[src/rtl/bfb_pkg.sv]
// ----------------------------------------------------------------------------
// bfb_pkg: shared types and constants of the ball step unit
// Field widths, register indexes, operation codes and sequencer states.
// ----------------------------------------------------------------------------
package bfb_pkg;

  localparam int unsigned CfgIdxW  = 3;
  localparam int unsigned CfgDataW = 16;

  localparam logic [CfgIdxW-1:0] REG_FRICTION    = 3'd0;
  localparam logic [CfgIdxW-1:0] REG_RESTITUTION = 3'd1;
  localparam logic [CfgIdxW-1:0] REG_FIELD_WIDTH = 3'd2;
  localparam logic [CfgIdxW-1:0] REG_FIELD_LEN   = 3'd3;
  localparam logic [CfgIdxW-1:0] REG_BALL_DIAM   = 3'd4;
  localparam logic [CfgIdxW-1:0] REG_MARGIN_X    = 3'd5;
  localparam logic [CfgIdxW-1:0] REG_MARGIN_Y    = 3'd6;

  localparam logic OP_ADVANCE = 1'b0;
  localparam logic OP_PLACE   = 1'b1;

  typedef struct packed {
    logic               operation;
    logic [15:0]        time_step;
    logic               ball_held;
    logic [15:0]        place_pos_x;
    logic [15:0]        place_pos_y;
    logic signed [15:0] place_vel_x;
    logic signed [15:0] place_vel_y;
  } tick_word_t;

  typedef struct packed {
    logic [15:0]        pos_x;
    logic [15:0]        pos_y;
    logic signed [15:0] vel_x;
    logic signed [15:0] vel_y;
  } ball_word_t;

  typedef enum logic [3:0] {
    ST_IDLE,
    ST_SQR,
    ST_SQRT,
    ST_SCALE,
    ST_DIV,
    ST_MOVE,
    ST_WALL,
    ST_BOUNCE,
    ST_DONE
  } state_t;

endpackage

[src/rtl/bfb_if.sv]
// ----------------------------------------------------------------------------
// bfb_if: valid/ready channel carrying one word of type T
// Source drives valid and payload, sink drives ready.
// ----------------------------------------------------------------------------
interface bfb_if #(parameter type T = logic);
  logic valid;
  logic ready;
  T     data;
  modport source (output valid, output data, input ready);
  modport sink   (input valid, input data, output ready);
endinterface

[src/rtl/ball_friction_bounce_step_unit.sv]
// ----------------------------------------------------------------------------
// ball_friction_bounce_step_unit: one 2D ball, friction, motion and bounce
// Sequencer around one shared 17x17 multiplier, a bit-serial square root and
// a bit-serial divider.
// ----------------------------------------------------------------------------
// Use: the tick channel takes a place word (load position and velocity) or
// an advance word (move by time_step unless ball_held). Every tick word gives
// one ball word on the result channel holding the state after the word.
// The user is to make configuration writes (cfg_we, cfg_index, cfg_data) while
// idle; the unit itself does not enforce this. A place word or a held advance
// goes straight to the output step; a moving advance takes 2 square steps, 16
// square root steps, one friction step, per velocity axis a load and 32 divide
// steps, per axis a motion and a wall step plus one restitution step on a
// bounce, and one output step; a ball at rest skips the divide steps. One word
// is in work at a time; tick.ready is high only when idle, so a new tick word
// is taken in the cycle after the ball word is loaded.
// Reset clears the ball state to zero and the registers to their defaults.
// A stalled result holds in the output register; the next result waits in
// the unit until it is taken.
// ----------------------------------------------------------------------------
module ball_friction_bounce_step_unit (
  input  logic                             clk,
  input  logic                             rst,
  bfb_if.sink                              tick,
  bfb_if.source                            ball,
  input  logic                             cfg_we,
  input  logic [bfb_pkg::CfgIdxW-1:0]      cfg_index,
  input  logic [bfb_pkg::CfgDataW-1:0]     cfg_data
);

  // configuration registers
  logic [15:0] friction, restitution;
  logic [11:0] field_width, field_length, ball_diameter;
  logic [9:0]  margin_x, margin_y;

  always_ff @(posedge clk) begin
    if (rst) begin
      friction      <= 16'd0;
      restitution   <= 16'd32768;
      field_width   <= 12'd800;
      field_length  <= 12'd600;
      ball_diameter <= 12'd400;
      margin_x      <= 10'd45;
      margin_y      <= 10'd30;
    end else if (cfg_we) begin
      case (cfg_index)
        bfb_pkg::REG_FRICTION:    friction      <= cfg_data;
        bfb_pkg::REG_RESTITUTION: restitution   <= cfg_data;
        bfb_pkg::REG_FIELD_WIDTH: field_width   <= cfg_data[11:0];
        bfb_pkg::REG_FIELD_LEN:   field_length  <= cfg_data[11:0];
        bfb_pkg::REG_BALL_DIAM:   ball_diameter <= cfg_data[11:0];
        bfb_pkg::REG_MARGIN_X:    margin_x      <= cfg_data[9:0];
        bfb_pkg::REG_MARGIN_Y:    margin_y      <= cfg_data[9:0];
        default: ;
      endcase
    end
  end

  bfb_pkg::state_t state, state_next;

  // ball state and work registers
  logic [15:0]        pos_x, pos_y;
  logic signed [15:0] vel_x, vel_y;
  logic [15:0]        dt;
  logic [31:0]        sq;          // vx^2 + vy^2, then shifted out two bits per root step
  logic [15:0]        root;
  logic [5:0]         cnt;
  logic               axis;        // 0 x, 1 y
  logic [16:0]        speed, ns;
  logic [32:0]        quot;        // dividend shifts out, quotient shifts in
  logic [16:0]        rem;
  logic signed [17:0] pos_w;       // wide position under check
  logic signed [15:0] v_cur;       // velocity of the axis being worked
  logic signed [17:0] v_bnc;
  logic               load_out;

  // shared multiplier: unsigned 17 x unsigned 17
  logic [16:0] mul_m;
  logic [16:0] mul_b;

  logic [16:0] v_mag;
  assign v_mag = v_cur[15] ? 17'(-{v_cur[15], v_cur}) : {1'b0, v_cur};

  // magnitude product, truncated shifts toward zero
  logic [33:0] mag_p;
  assign mag_p = 34'(mul_m) * 34'(mul_b);

  always_comb begin
    mul_m = (state == bfb_pkg::ST_SCALE) ? {1'b0, dt} : v_mag;
    mul_b = v_mag;
    case (state)
      bfb_pkg::ST_SCALE:  mul_b = {1'b0, friction};
      bfb_pkg::ST_DIV:    mul_b = ns;
      bfb_pkg::ST_MOVE:   mul_b = {1'b0, dt};
      bfb_pkg::ST_BOUNCE: mul_b = {1'b0, restitution};
      default: ;
    endcase
  end

  // square root step (two bits per step, 16 steps over 32 bits)
  logic [18:0] sq_trial;
  logic [18:0] sq_rem2;
  logic        sq_ge;
  assign sq_rem2  = {rem, sq[31:30]};
  assign sq_trial = {1'b0, root, 2'b01};
  assign sq_ge    = (sq_rem2 >= sq_trial);

  // divide step
  logic [17:0] d_rem;
  logic        d_ge;
  assign d_rem = {rem, quot[32]};
  assign d_ge  = (d_rem >= {1'b0, speed});

  // wall limits
  logic signed [17:0] near_w, far_w;
  logic [11:0] fld;
  logic [9:0]  mrg;
  assign fld    = axis ? field_length : field_width;
  assign mrg    = axis ? margin_y : margin_x;
  assign near_w = 18'({mrg, 4'd0});
  assign far_w  = 18'({fld, 4'd0}) - 18'({mrg, 4'd0}) - 18'(ball_diameter);

  logic signed [15:0] v_sat;
  assign v_sat = (v_bnc > 18'sd32767) ? 16'sd32767 :
                 (v_bnc < -18'sd32768) ? -16'sd32768 : v_bnc[15:0];

  always_ff @(posedge clk) begin
    if (rst) state <= bfb_pkg::ST_IDLE;
    else     state <= state_next;
  end

  logic hit;
  assign hit = (pos_w <= near_w) || (pos_w >= far_w);

  // next state
  always_comb begin
    state_next = state;
    case (state)
      bfb_pkg::ST_IDLE:
        if (tick.valid) begin
          if (tick.data.operation == bfb_pkg::OP_PLACE || tick.data.ball_held)
            state_next = bfb_pkg::ST_DONE;
          else
            state_next = bfb_pkg::ST_SQR;
        end
      bfb_pkg::ST_SQR:    if (axis) state_next = bfb_pkg::ST_SQRT;
      bfb_pkg::ST_SQRT:   if (cnt == 6'd15) state_next = bfb_pkg::ST_SCALE;
      bfb_pkg::ST_SCALE:
        state_next = (root == 16'd0) ? bfb_pkg::ST_MOVE : bfb_pkg::ST_DIV;
      bfb_pkg::ST_DIV:
        if (cnt == 6'd32 && axis) state_next = bfb_pkg::ST_MOVE;
      bfb_pkg::ST_MOVE:   state_next = bfb_pkg::ST_WALL;
      bfb_pkg::ST_WALL:   state_next = hit ? bfb_pkg::ST_BOUNCE :
                                       (axis ? bfb_pkg::ST_DONE : bfb_pkg::ST_MOVE);
      bfb_pkg::ST_BOUNCE: state_next = axis ? bfb_pkg::ST_DONE : bfb_pkg::ST_MOVE;
      bfb_pkg::ST_DONE:   if (!ball.valid || ball.ready) state_next = bfb_pkg::ST_IDLE;
      default:            state_next = bfb_pkg::ST_IDLE;
    endcase
  end

  assign tick.ready = (state == bfb_pkg::ST_IDLE);
  assign load_out   = (state == bfb_pkg::ST_DONE) && (!ball.valid || ball.ready);

  // velocity of the working axis
  assign v_cur = axis ? vel_y : vel_x;

  // quotient including the bit of the last divide step
  logic [16:0] q_mag;
  logic signed [16:0] q_sgn;
  assign q_mag = {quot[15:0], d_ge};
  assign q_sgn = v_cur[15] ? -$signed(q_mag) : $signed(q_mag);

  logic signed [17:0] delta;
  assign delta = v_cur[15] ? -$signed({1'b0, mag_p[32:16]}) : $signed({1'b0, mag_p[32:16]});

  logic [15:0] pos_sat;
  assign pos_sat = (pos_w < 0) ? 16'd0 : (pos_w > 18'sd65535) ? 16'hFFFF : pos_w[15:0];

  logic signed [17:0] wall_pos;
  assign wall_pos = (pos_w <= near_w) ? near_w : (pos_w >= far_w) ? far_w : pos_w;

  // datapath
  always_ff @(posedge clk) begin
    if (rst) begin
      pos_x <= 16'd0;
      pos_y <= 16'd0;
      vel_x <= 16'sd0;
      vel_y <= 16'sd0;
      axis  <= 1'b0;
      cnt   <= 6'd0;
    end else begin
      case (state)
        bfb_pkg::ST_IDLE: if (tick.valid) begin
          dt   <= tick.data.time_step;
          axis <= 1'b0;
          sq   <= 32'd0;
          if (tick.data.operation == bfb_pkg::OP_PLACE) begin
            pos_x <= tick.data.place_pos_x;
            pos_y <= tick.data.place_pos_y;
            vel_x <= tick.data.place_vel_x;
            vel_y <= tick.data.place_vel_y;
          end
        end
        bfb_pkg::ST_SQR: begin
          // accumulate squares, one axis per cycle
          sq   <= sq + 32'(mag_p);
          axis <= ~axis;
          cnt  <= 6'd0;
          root <= 16'd0;
          rem  <= 17'd0;
        end
        bfb_pkg::ST_SQRT: begin
          // one result bit per step
          if (sq_ge) begin
            rem  <= 17'(sq_rem2 - sq_trial);
            root <= {root[14:0], 1'b1};
          end else begin
            rem  <= sq_rem2[16:0];
            root <= {root[14:0], 1'b0};
          end
          sq  <= {sq[29:0], 2'b00};
          cnt <= cnt + 6'd1;
        end
        bfb_pkg::ST_SCALE: begin
          // friction drop and new speed
          speed <= {1'b0, root};
          ns    <= ({1'b0, root} > 17'(mag_p[31:16])) ?
                   17'({1'b0, root} - 17'(mag_p[31:16])) : 17'd0;
          axis  <= 1'b0;
          cnt   <= 6'd0;
          rem   <= 17'd0;
          quot  <= 33'd0;
        end
        bfb_pkg::ST_DIV: begin
          // first cycle of an axis loads |v|*ns, then one quotient bit per cycle
          if (cnt == 6'd0) begin
            quot <= {mag_p[31:0], 1'b0};
            rem  <= 17'd0;
            cnt  <= 6'd1;
          end else begin
            rem  <= d_ge ? 17'(d_rem - {1'b0, speed}) : d_rem[16:0];
            quot <= {quot[31:0], d_ge};
            cnt  <= cnt + 6'd1;
            if (cnt == 6'd32) begin
              if (axis) vel_y <= q_sgn[15:0]; else vel_x <= q_sgn[15:0];
              axis <= ~axis;
              cnt  <= 6'd0;
            end
          end
        end
        bfb_pkg::ST_MOVE: begin
          pos_w <= 18'(axis ? pos_y : pos_x) + delta;
        end
        bfb_pkg::ST_WALL: begin
          pos_w <= wall_pos;
          if (!hit) begin
            if (axis) pos_y <= pos_sat; else pos_x <= pos_sat;
            axis <= ~axis;
          end
        end
        bfb_pkg::ST_BOUNCE: begin
          if (axis) begin
            vel_y <= v_sat; pos_y <= pos_sat;
          end else begin
            vel_x <= v_sat; pos_x <= pos_sat;
          end
          axis <= ~axis;
        end
        default: ;
      endcase
    end
  end

  // bounce velocity from the shared multiplier magnitude
  assign v_bnc = v_cur[15] ? $signed({1'b0, mag_p[31:15]}) :
                 -$signed({1'b0, mag_p[31:15]});

  // output register
  always_ff @(posedge clk) begin
    if (rst) ball.valid <= 1'b0;
    else if (load_out) ball.valid <= 1'b1;
    else if (ball.ready) ball.valid <= 1'b0;
  end

  always_ff @(posedge clk) begin
    if (load_out) begin
      ball.data.pos_x <= pos_x;
      ball.data.pos_y <= pos_y;
      ball.data.vel_x <= vel_x;
      ball.data.vel_y <= vel_y;
    end
  end

endmodule

[src/flat_wrapper.sv]
// flat-port wrapper written by rule: the top's interface ports become plain ports
module ball_friction_bounce_step_unit_flat 
  (clk, rst, cfg_we, cfg_index, cfg_data, tick_valid, tick_data, tick_ready, ball_valid, ball_data, ball_ready);
  bfb_if #(.T(bfb_pkg::tick_word_t)) tick_i ();
  bfb_if #(.T(bfb_pkg::ball_word_t)) ball_i ();
  input  logic clk;
  input  logic rst;
  input  logic cfg_we;
  input  logic [bfb_pkg::CfgIdxW-1:0] cfg_index;
  input  logic [bfb_pkg::CfgDataW-1:0] cfg_data;
  input wire logic [$bits(tick_i.valid)-1:0] tick_valid;
  input wire logic [$bits(tick_i.data)-1:0] tick_data;
  output wire logic [$bits(tick_i.ready)-1:0] tick_ready;
  output wire logic [$bits(ball_i.valid)-1:0] ball_valid;
  output wire logic [$bits(ball_i.data)-1:0] ball_data;
  input wire logic [$bits(ball_i.ready)-1:0] ball_ready;
  assign tick_i.valid = tick_valid;
  assign tick_i.data = tick_data;
  assign tick_ready = tick_i.ready;
  assign ball_valid = ball_i.valid;
  assign ball_data = ball_i.data;
  assign ball_i.ready = ball_ready;
  ball_friction_bounce_step_unit u_core (.clk(clk), .rst(rst), .tick(tick_i), .ball(ball_i), .cfg_we(cfg_we), .cfg_index(cfg_index), .cfg_data(cfg_data));
endmodule
[config.mk]
export PLATFORM = sky130hd
export DESIGN_NAME = ball_friction_bounce_step_unit_flat
export DESIGN_NICKNAME = d
export VERILOG_FILES = /design/src/rtl/bfb_pkg.sv /design/src/rtl/bfb_if.sv /design/src/rtl/ball_friction_bounce_step_unit.sv /design/src/flat_wrapper.sv
export SDC_FILE = /design/constraint.sdc
export NUM_CORES = 2
export LEC_CHECK = 0
export ABC_AREA = 0
export BUFFER_PORTS_ARGS = -buffer_cell sky130_fd_sc_hd__clkbuf_2
export CAP_MARGIN = 20
export CORE_AREA = 2 2 330 332
export CTS_BUF_LIST = sky130_fd_sc_hd__clkbuf_4
export CTS_CLUSTER_SIZE = 20
export DETAILED_ROUTE_END_ITERATION = 7
export DIE_AREA = 0 0 332 334
export PLACE_DENSITY = 0.5
export SETUP_SLACK_MARGIN = 0.15
export SYNTH_ARGS = -nofsm -noshare
export SYNTH_HDL_FRONTEND = slang
export SYNTH_SLANG_ARGS = --single-unit
[constraint.sdc]
create_clock -name clk -period 13.48 [get_ports clk]
set_clock_uncertainty 0.2 [all_clocks]
set_input_delay 2.696 -clock clk [delete_from_list [all_inputs] [get_ports clk]]
set_output_delay 2.696 -clock clk [all_outputs]
set_load 0.02 [all_outputs]
# Word level (Yosys, flattened, before mapping)
# Cells that the tools add are included.
# totals
elab_cells,192
in_bits,106
out_inout_bits,66
reg_bits,393
# op_classes
bitwise_logic,2
n_lt_le_gt_ge,9
multipliers,1
eq_ne,30
reduce_logical,40
addsub,12
n_mux,71
# op_table
op,count
16-bit 2-to-1 mux,27
16-bit one-hot mux with 3 select lines,4
32-bit one-hot mux with 3 select lines,1
17-bit 2-to-1 mux,5
18-bit 2-to-1 mux,4
17-bit one-hot mux with 4 select lines,1
33-bit one-hot mux with 2 select lines,1
17-bit one-hot mux with 3 select lines,1
17-bit negator with 18-bit output,2
18-bit one-hot mux with 2 select lines,1
4-bit one-hot mux with 9 select lines,1
17-bit by 17-bit multiplier with 33-bit output,1
33-bit 2-to-1 mux,1
32-bit adder,1
32-bit 2-to-1 mux,1
4-bit 2-to-1 mux,8
16-bit one-hot mux with 2 select lines,1
2-bit AND reduction,11
19-bit by 18-bit greater-or-equal comparator with 1-bit output,1
18-bit adder,1
18-bit by 16-bit greater-or-equal comparator with 1-bit output,1
18-bit greater-or-equal comparator,1
18-bit by 16-bit > comparator with 1-bit output (second input constant),1
18-bit by 17-bit > comparator with 1-bit output (second input constant),1
other kinds (46),87

# Logic depth before layout (Yosys ltp)
# depth
word_depth,12
depth_mapped,46
ltp_nobuf,43

# Worst setup path before layout
# OpenSTA, ideal clock, no wires.
# synth_timing
path_kind,flip-flop to flip-flop
start,register u_core.axis
end,"register u_core.pos_w[17], data pin"
stages_incl_launch_ff,40
setup_slack_ns,2.469
setup_time_ns,0.176
n_path_buf,3
t_required_ns,13.104
arrival_time_ns,10.635
synth_period_minus_slack_ns,11.011
cell_sequence,dfxtp_1 > clkbuf_1 > buf_1 > clkbuf_1 > mux2i_1 > nand3_1 > or3_1 > o211ai_1 > nand2_1 > fa_1 > fa_1 > inv_1 > fa_1 > fa_1 > fa_1 > inv_1 > fa_1 > inv_1 > [... 4 more ...] > a21o_2 > xnor2_1 > clkinv_1 > ha_1 > nand3_1 > o31ai_1 > xnor2_1 > ha_1 > or3_1 > o21bai_1 > a31oi_1 > o211a_1 > o21ai_0 > a211o_1 > o31ai_2 > xnor2_1 > and2_0 > o32ai_1
# synth_via
elab_chain_cells,9
elab_cells_between_ends,18
cone_classes,add/sub: 5; mul: 1; order compare: 1; mux: 11
# synth_rtl
item,line,rtl
start: declaration,ball_friction_bounce_step_unit.sv:68,logic axis;
start signal: assignment,ball_friction_bounce_step_unit.sv:207,axis <= ~axis;
start signal: assignment,ball_friction_bounce_step_unit.sv:246,axis <= ~axis;
start signal: assignment,ball_friction_bounce_step_unit.sv:258,axis <= ~axis;
16-bit 2-to-1 mux,ball_friction_bounce_step_unit.sv:165,assign v_cur = axis ? vel_y : vel_x;
17-bit negator,ball_friction_bounce_step_unit.sv:82,"assign v_mag = v_cur[15] ? 17'(-{v_cur[15], v_cur}) : {1'b0, v_cur};"
17-bit 2-to-1 mux,ball_friction_bounce_step_unit.sv:82,
17-bit one-hot mux with 4 select lines / 17-bit 2-to-1 mux (equally long branches),"ball_friction_bounce_step_unit.sv:91, ball_friction_bounce_step_unit.sv:89",
17-bit by 17-bit multiplier with 33-bit output,ball_friction_bounce_step_unit.sv:86,assign mag_p = 34'(mul_m) * 34'(mul_b);
17-bit negator with 18-bit output,ball_friction_bounce_step_unit.sv:174,"assign delta = v_cur[15] ? -$signed({1'b0, mag_p[32:16]}) : $signed({1'b0, mag_p[32:16]});"
18-bit 2-to-1 mux,ball_friction_bounce_step_unit.sv:174,
18-bit adder,ball_friction_bounce_step_unit.sv:252,pos_w <= 18'(axis ? pos_y : pos_x) + delta;
18-bit one-hot mux with 2 select lines (*),ball_friction_bounce_step_unit.sv:192,case (state)
end signal: assignment,ball_friction_bounce_step_unit.sv:252,
end signal: assignment,ball_friction_bounce_step_unit.sv:255,pos_w <= wall_pos;
end: declaration,ball_friction_bounce_step_unit.sv:72,logic signed [17:0] pos_w;
# Mark *: on every way between the ends. The rest lies on a longest branch, timed or not. The select of a mux whose other input is x is not followed.
# A chain may end at the register's enable or synchronous reset.

# Final worst setup path
# Same ends and word-level chain as after synthesis.

==> key figures <==
Status
  • Result of the run: completed

Drt
  • Average via count per standard cell: 5.26
  • Detailed Route WL: 121000 µm
  • Drc violations: 0
  • Initial DRT Pass Iterations: 5
  • Number of nets with antenna violations after detailed routing: 0
  • Via count: 29237
  • Routed wirelength normalized by instance count: 21.9 µm
  • Starting DRT DRC Count: 2199

Floorplan
  • Top-level I/O count: 172
  • Row count: 121
  • Y dimension of the die: 334 µm
  • Initial standard-cell utilization of the core: 31.6%
  • Standard cell core area: 108000 µm²
  • Overall die area: 111000 µm²
  • Die width: 332 µm

Layout
  • Seq. cell area: 10200 µm²
  • Non-Filler Instances: 5554
  • Count of fill cells added during filler insertion: 11299
  • Layout cells sized above 1: 13.0%
  • Nets: 4634
  • Post-layout utilization of the core: 35.4%
  • Area used by multi-input combinational logic: 21900 µm²
  • Layout overhead on the synthesized area: 12.2%

Flow run
  • Count of max-cap constraint violations: 0

GRT
  • Global-route congestion overflow total: 0
  • Number of antenna violations at the first check in global routing: 10
  • Maximum number of pins on one net before global-route repair: 72
  • Vias in the first global route: 28533
  • Total routing usage reported by global routing: 21.7%
  • First-pass GRT wire length: 183000 µm

Timing
  • Final setup violation count: 0
  • Total negative slack: 0 ns
  • Maximum clock frequency: 79.9 MHz
  • Worst Tran Pin Value: 1.09 ns
  • Setup repair after global routing missed its margin: no
  • Final hold vios: 0
  • Final worst-path cycle share: 92.8%
  • Number of max-slew violations in the final report: 0
  • Slew headroom: 26.7%
  • Clock period minus final worst setup slack: 12.51 ns

Worst setup path
  • R2R setup slack: 0.97 ns
  • Capture instance of the worst register-to-register path: u_core.pos_w[17]$_DFFE_PP_
  • CP Data Arrival Time: 13.12 ns
  • Launching element type of the critical path: flip-flop
  • Maximum cell stage delay along the critical path: 0.81 ns
  • Biggest fanout along the worst timing path: 42
  • Most frequent cell on the critical path: sky130_fd_sc_hd__fa_1
  • Critical Path Slowest Stage Cell: sky130_fd_sc_hd__dfxtp_4
  • Start of the worst register-to-register path: u_core.axis$_SDFFE_PP0P_
  • Critical Setup Path Class: flip-flop to flip-flop
  • Required time of the worst setup path: 14.09 ns
  • Reg2reg path depth: 39
  • Critical Path End Type: flip-flop

Logic synthesis
  • Synthesized netlist cell count: 3848
  • Share of synthesized area occupied by flip-flops and latches: 29.8%
  • Post-synth top area share: 20.2%
  • Dominant cells by area after synthesis: sky130_fd_sc_hd__edfxtp_1 20%, sky130_fd_sc_hd__fa_1 13%, sky130_fd_sc_hd__dfxtp_1 9.6%
  • Synthesized area divided by synthesized cell count: 8.85 µm²
  • Post-Synthesis Cell Area: 34100 µm²
  • Yosys synthesis warning count: 0
  • Synth Flop Type: sky130_fd_sc_hd__edfxtp_1
  • Fraction of registers with async set or reset after synthesis: 0%
  • Flip-flop and latch count after synthesis: 393
  • Yosys cell types: 94
  • EDFF count, synth: 229
  • Cell taking the most area after synthesis: sky130_fd_sc_hd__edfxtp_1

Clock tree
  • Root Buffer Master: sky130_fd_sc_hd__clkbuf_4
  • Htree depth: 3
  • Clock buffer count from CTS: 108
  • Largest buffer count on any clock path: 3
  • Number of sinks driven by the clock tree: 393
  • CTS clk-pin slew, worst paths: 0.07 ns
  • Clock tree from TritonCTS: built
  • Clock Latency Late Sink: 0.99 ns
  • Number of buffers added to fix hold violations after cts: 0

Place
  • Detailed placer's ending HPWL: 94800 µm
  • Number of placed cells counting well taps: 5347
  • GPL Wtd Cong: 0.928
  • Number of port buffers: 171

Hold path
  • Worst min path class: flip-flop to flip-flop
  • Endpoint of the worst hold path: u_core.field_width[2]$_SDFFE_PP0P_
  • Worst hold path startpoint: u_core.field_width[2]$_SDFFE_PP0P_
  • Hold Path Cell Cnt: 2
Yosys cell counts, types with 9 or more instances:
library cell,instances
sky130_fd_sc_hd__nor3b_1,14
sky130_fd_sc_hd__buf_2,13
sky130_fd_sc_hd__nor2b_1,28
sky130_fd_sc_hd__o21ai_0,125
sky130_fd_sc_hd__o21bai_1,22
sky130_fd_sc_hd__o22ai_1,21
sky130_fd_sc_hd__buf_1,10
sky130_fd_sc_hd__inv_1,396
sky130_fd_sc_hd__dfxtp_1,164
sky130_fd_sc_hd__a21o_1,65
sky130_fd_sc_hd__mux2i_1,66
sky130_fd_sc_hd__a311oi_1,9
sky130_fd_sc_hd__edfxtp_1,229
sky130_fd_sc_hd__or3_1,19
sky130_fd_sc_hd__and3_1,16
sky130_fd_sc_hd__clkbuf_1,143
sky130_fd_sc_hd__o31ai_1,22
sky130_fd_sc_hd__fa_1,228
sky130_fd_sc_hd__a21oi_1,295
sky130_fd_sc_hd__a221oi_1,10
sky130_fd_sc_hd__nor3_1,64
sky130_fd_sc_hd__nand2_1,559
sky130_fd_sc_hd__nand3_1,49
sky130_fd_sc_hd__nand4_1,20
sky130_fd_sc_hd__o211ai_1,17
sky130_fd_sc_hd__or2_2,13
sky130_fd_sc_hd__xor2_1,58
sky130_fd_sc_hd__ha_1,252
sky130_fd_sc_hd__a22oi_1,17
sky130_fd_sc_hd__a211oi_1,62
sky130_fd_sc_hd__and4_1,9
sky130_fd_sc_hd__xnor2_1,122
sky130_fd_sc_hd__o21a_1,45
sky130_fd_sc_hd__nor2_1,322
sky130_fd_sc_hd__nand3b_1,23
sky130_fd_sc_hd__nand2b_1,31
sky130_fd_sc_hd__nor4_1,18
sky130_fd_sc_hd__a22o_1,12
sky130_fd_sc_hd__a31oi_1,31
sky130_fd_sc_hd__and2_1,44
sky130_fd_sc_hd__a211oi_2,9
sky130_fd_sc_hd__o21ai_1,14
sky130_fd_sc_hd__mux2_2,31
cell usage in the layout (no fill, tap or decap), drive strengths merged, types with 45 or more instances in the layout:
cell / synthesis / layout
nor3: 65 / 65
dfxtp: 164 / 164
nand2: 561 / 561
clkbuf: 143 / 332
ha: 252 / 252
edfxtp: 229 / 229
nand3: 49 / 49
mux2i: 66 / 66
fa: 228 / 228
xor2: 58 / 58
a21oi: 295 / 295
buf: 26 / 75
a21o: 66 / 66
and2: 45 / 45
inv: 399 / 401
xnor2: 123 / 123
a211oi: 71 / 71
o21ai: 139 / 139
o21a: 45 / 45
nor2: 322 / 322
flip-flops by register name, summed over array words and instances (netlist names), 16 cells and up:
name / flops
u_core.ball.data: 64
u_core.dt: 16
u_core.friction: 16
u_core.ns: 17
u_core.pos_w: 18
u_core.pos_x: 16
u_core.pos_y: 16
u_core.quot: 33
u_core.rem: 17
u_core.restitution: 16
u_core.root: 16
u_core.speed: 16
u_core.sq: 32
u_core.vel_x: 16
u_core.vel_y: 16
critical path, delay by kind of cell (launching register included):
kind	cells	cell delay, ns
fa+ha+maj	8	3.83
compound gates	12	3.57
simple gates	9	1.73
buf+inv	6	1.42
flops	1	0.81
xor+xnor	3	0.45
mux	1	0.32
through the flow:
step	instance area [µm²]	setup WS [ns]	hold slack (ns)
2_1_floorplan	34100	2.47	0.225
3_3_place_gp	36700	1.10	0.238
3_5_place_dp	36700	0.844	0.244
4_1_cts	38200	0.856	0.253
5_1_grt	38200	0.293	0.270
6_report	38200	0.968	0.250
routing by layer:
| metal | track usage, % | part of all wire (%) |
|---|---|---|
| met1 | 29.5 | 45 |
| met2 | 35.0 | 46 |
| met3 | 3.04 | 5.9 |
| met4 | 7.71 | 3.3 |
| met5 | 0 | 0.011 |
final cells by class:
| cell class | count | share of cell area [%] |
|---|---|---|
| multi-input combinational | 2897 | 57.3 |
| sequential | 393 | 26.6 |
| tap | 1414 | 4.63 |
| inverter | 403 | 3.96 |
| timing repair buffer | 245 | 3.75 |
| clock buffer | 162 | 3.18 |
| clock inverter | 39 | 0.537 |
| antenna | 1 | 0.00655 |
worst max-delay path by stage:
stage	from	to	slack [ns]	cells after the start
floorplan	u_core.axis$_SDFFE_PP0P_	u_core.pos_w[17]$_DFFE_PP_	2.47	39
global placement	u_core.axis$_SDFFE_PP0P_	u_core.pos_w[17]$_DFFE_PP_	1.10	39
detailed placement	u_core.axis$_SDFFE_PP0P_	u_core.pos_w[17]$_DFFE_PP_	0.84	39
CTS	u_core.axis$_SDFFE_PP0P_	u_core.pos_w[17]$_DFFE_PP_	0.86	39
global route	u_core.axis$_SDFFE_PP0P_	u_core.pos_w[17]$_DFFE_PP_	0.29	40
finish	u_core.axis$_SDFFE_PP0P_	u_core.pos_w[17]$_DFFE_PP_	0.97	39
timing repair:
item,in CTS,in global routing
gates resized for setup,0,0
hold endpoints to repair,0,0
setup buffers,0,2
endpoints found under the setup margin,0,3
logic make-up after synthesis:
family,count (synthesis),synth area share [%]
compound gates,870,16.8
xor+xnor,181,4.71
fa+ha+maj,480,22.7
buf+inv,572,6.44
flops,393,29.8
mux,97,2.96
other cells,2,0.0220
simple gates,1253,16.6
Power is not shown: default switching activity piles up to over one toggle a cycle in this logic, so the estimate is an artifact.
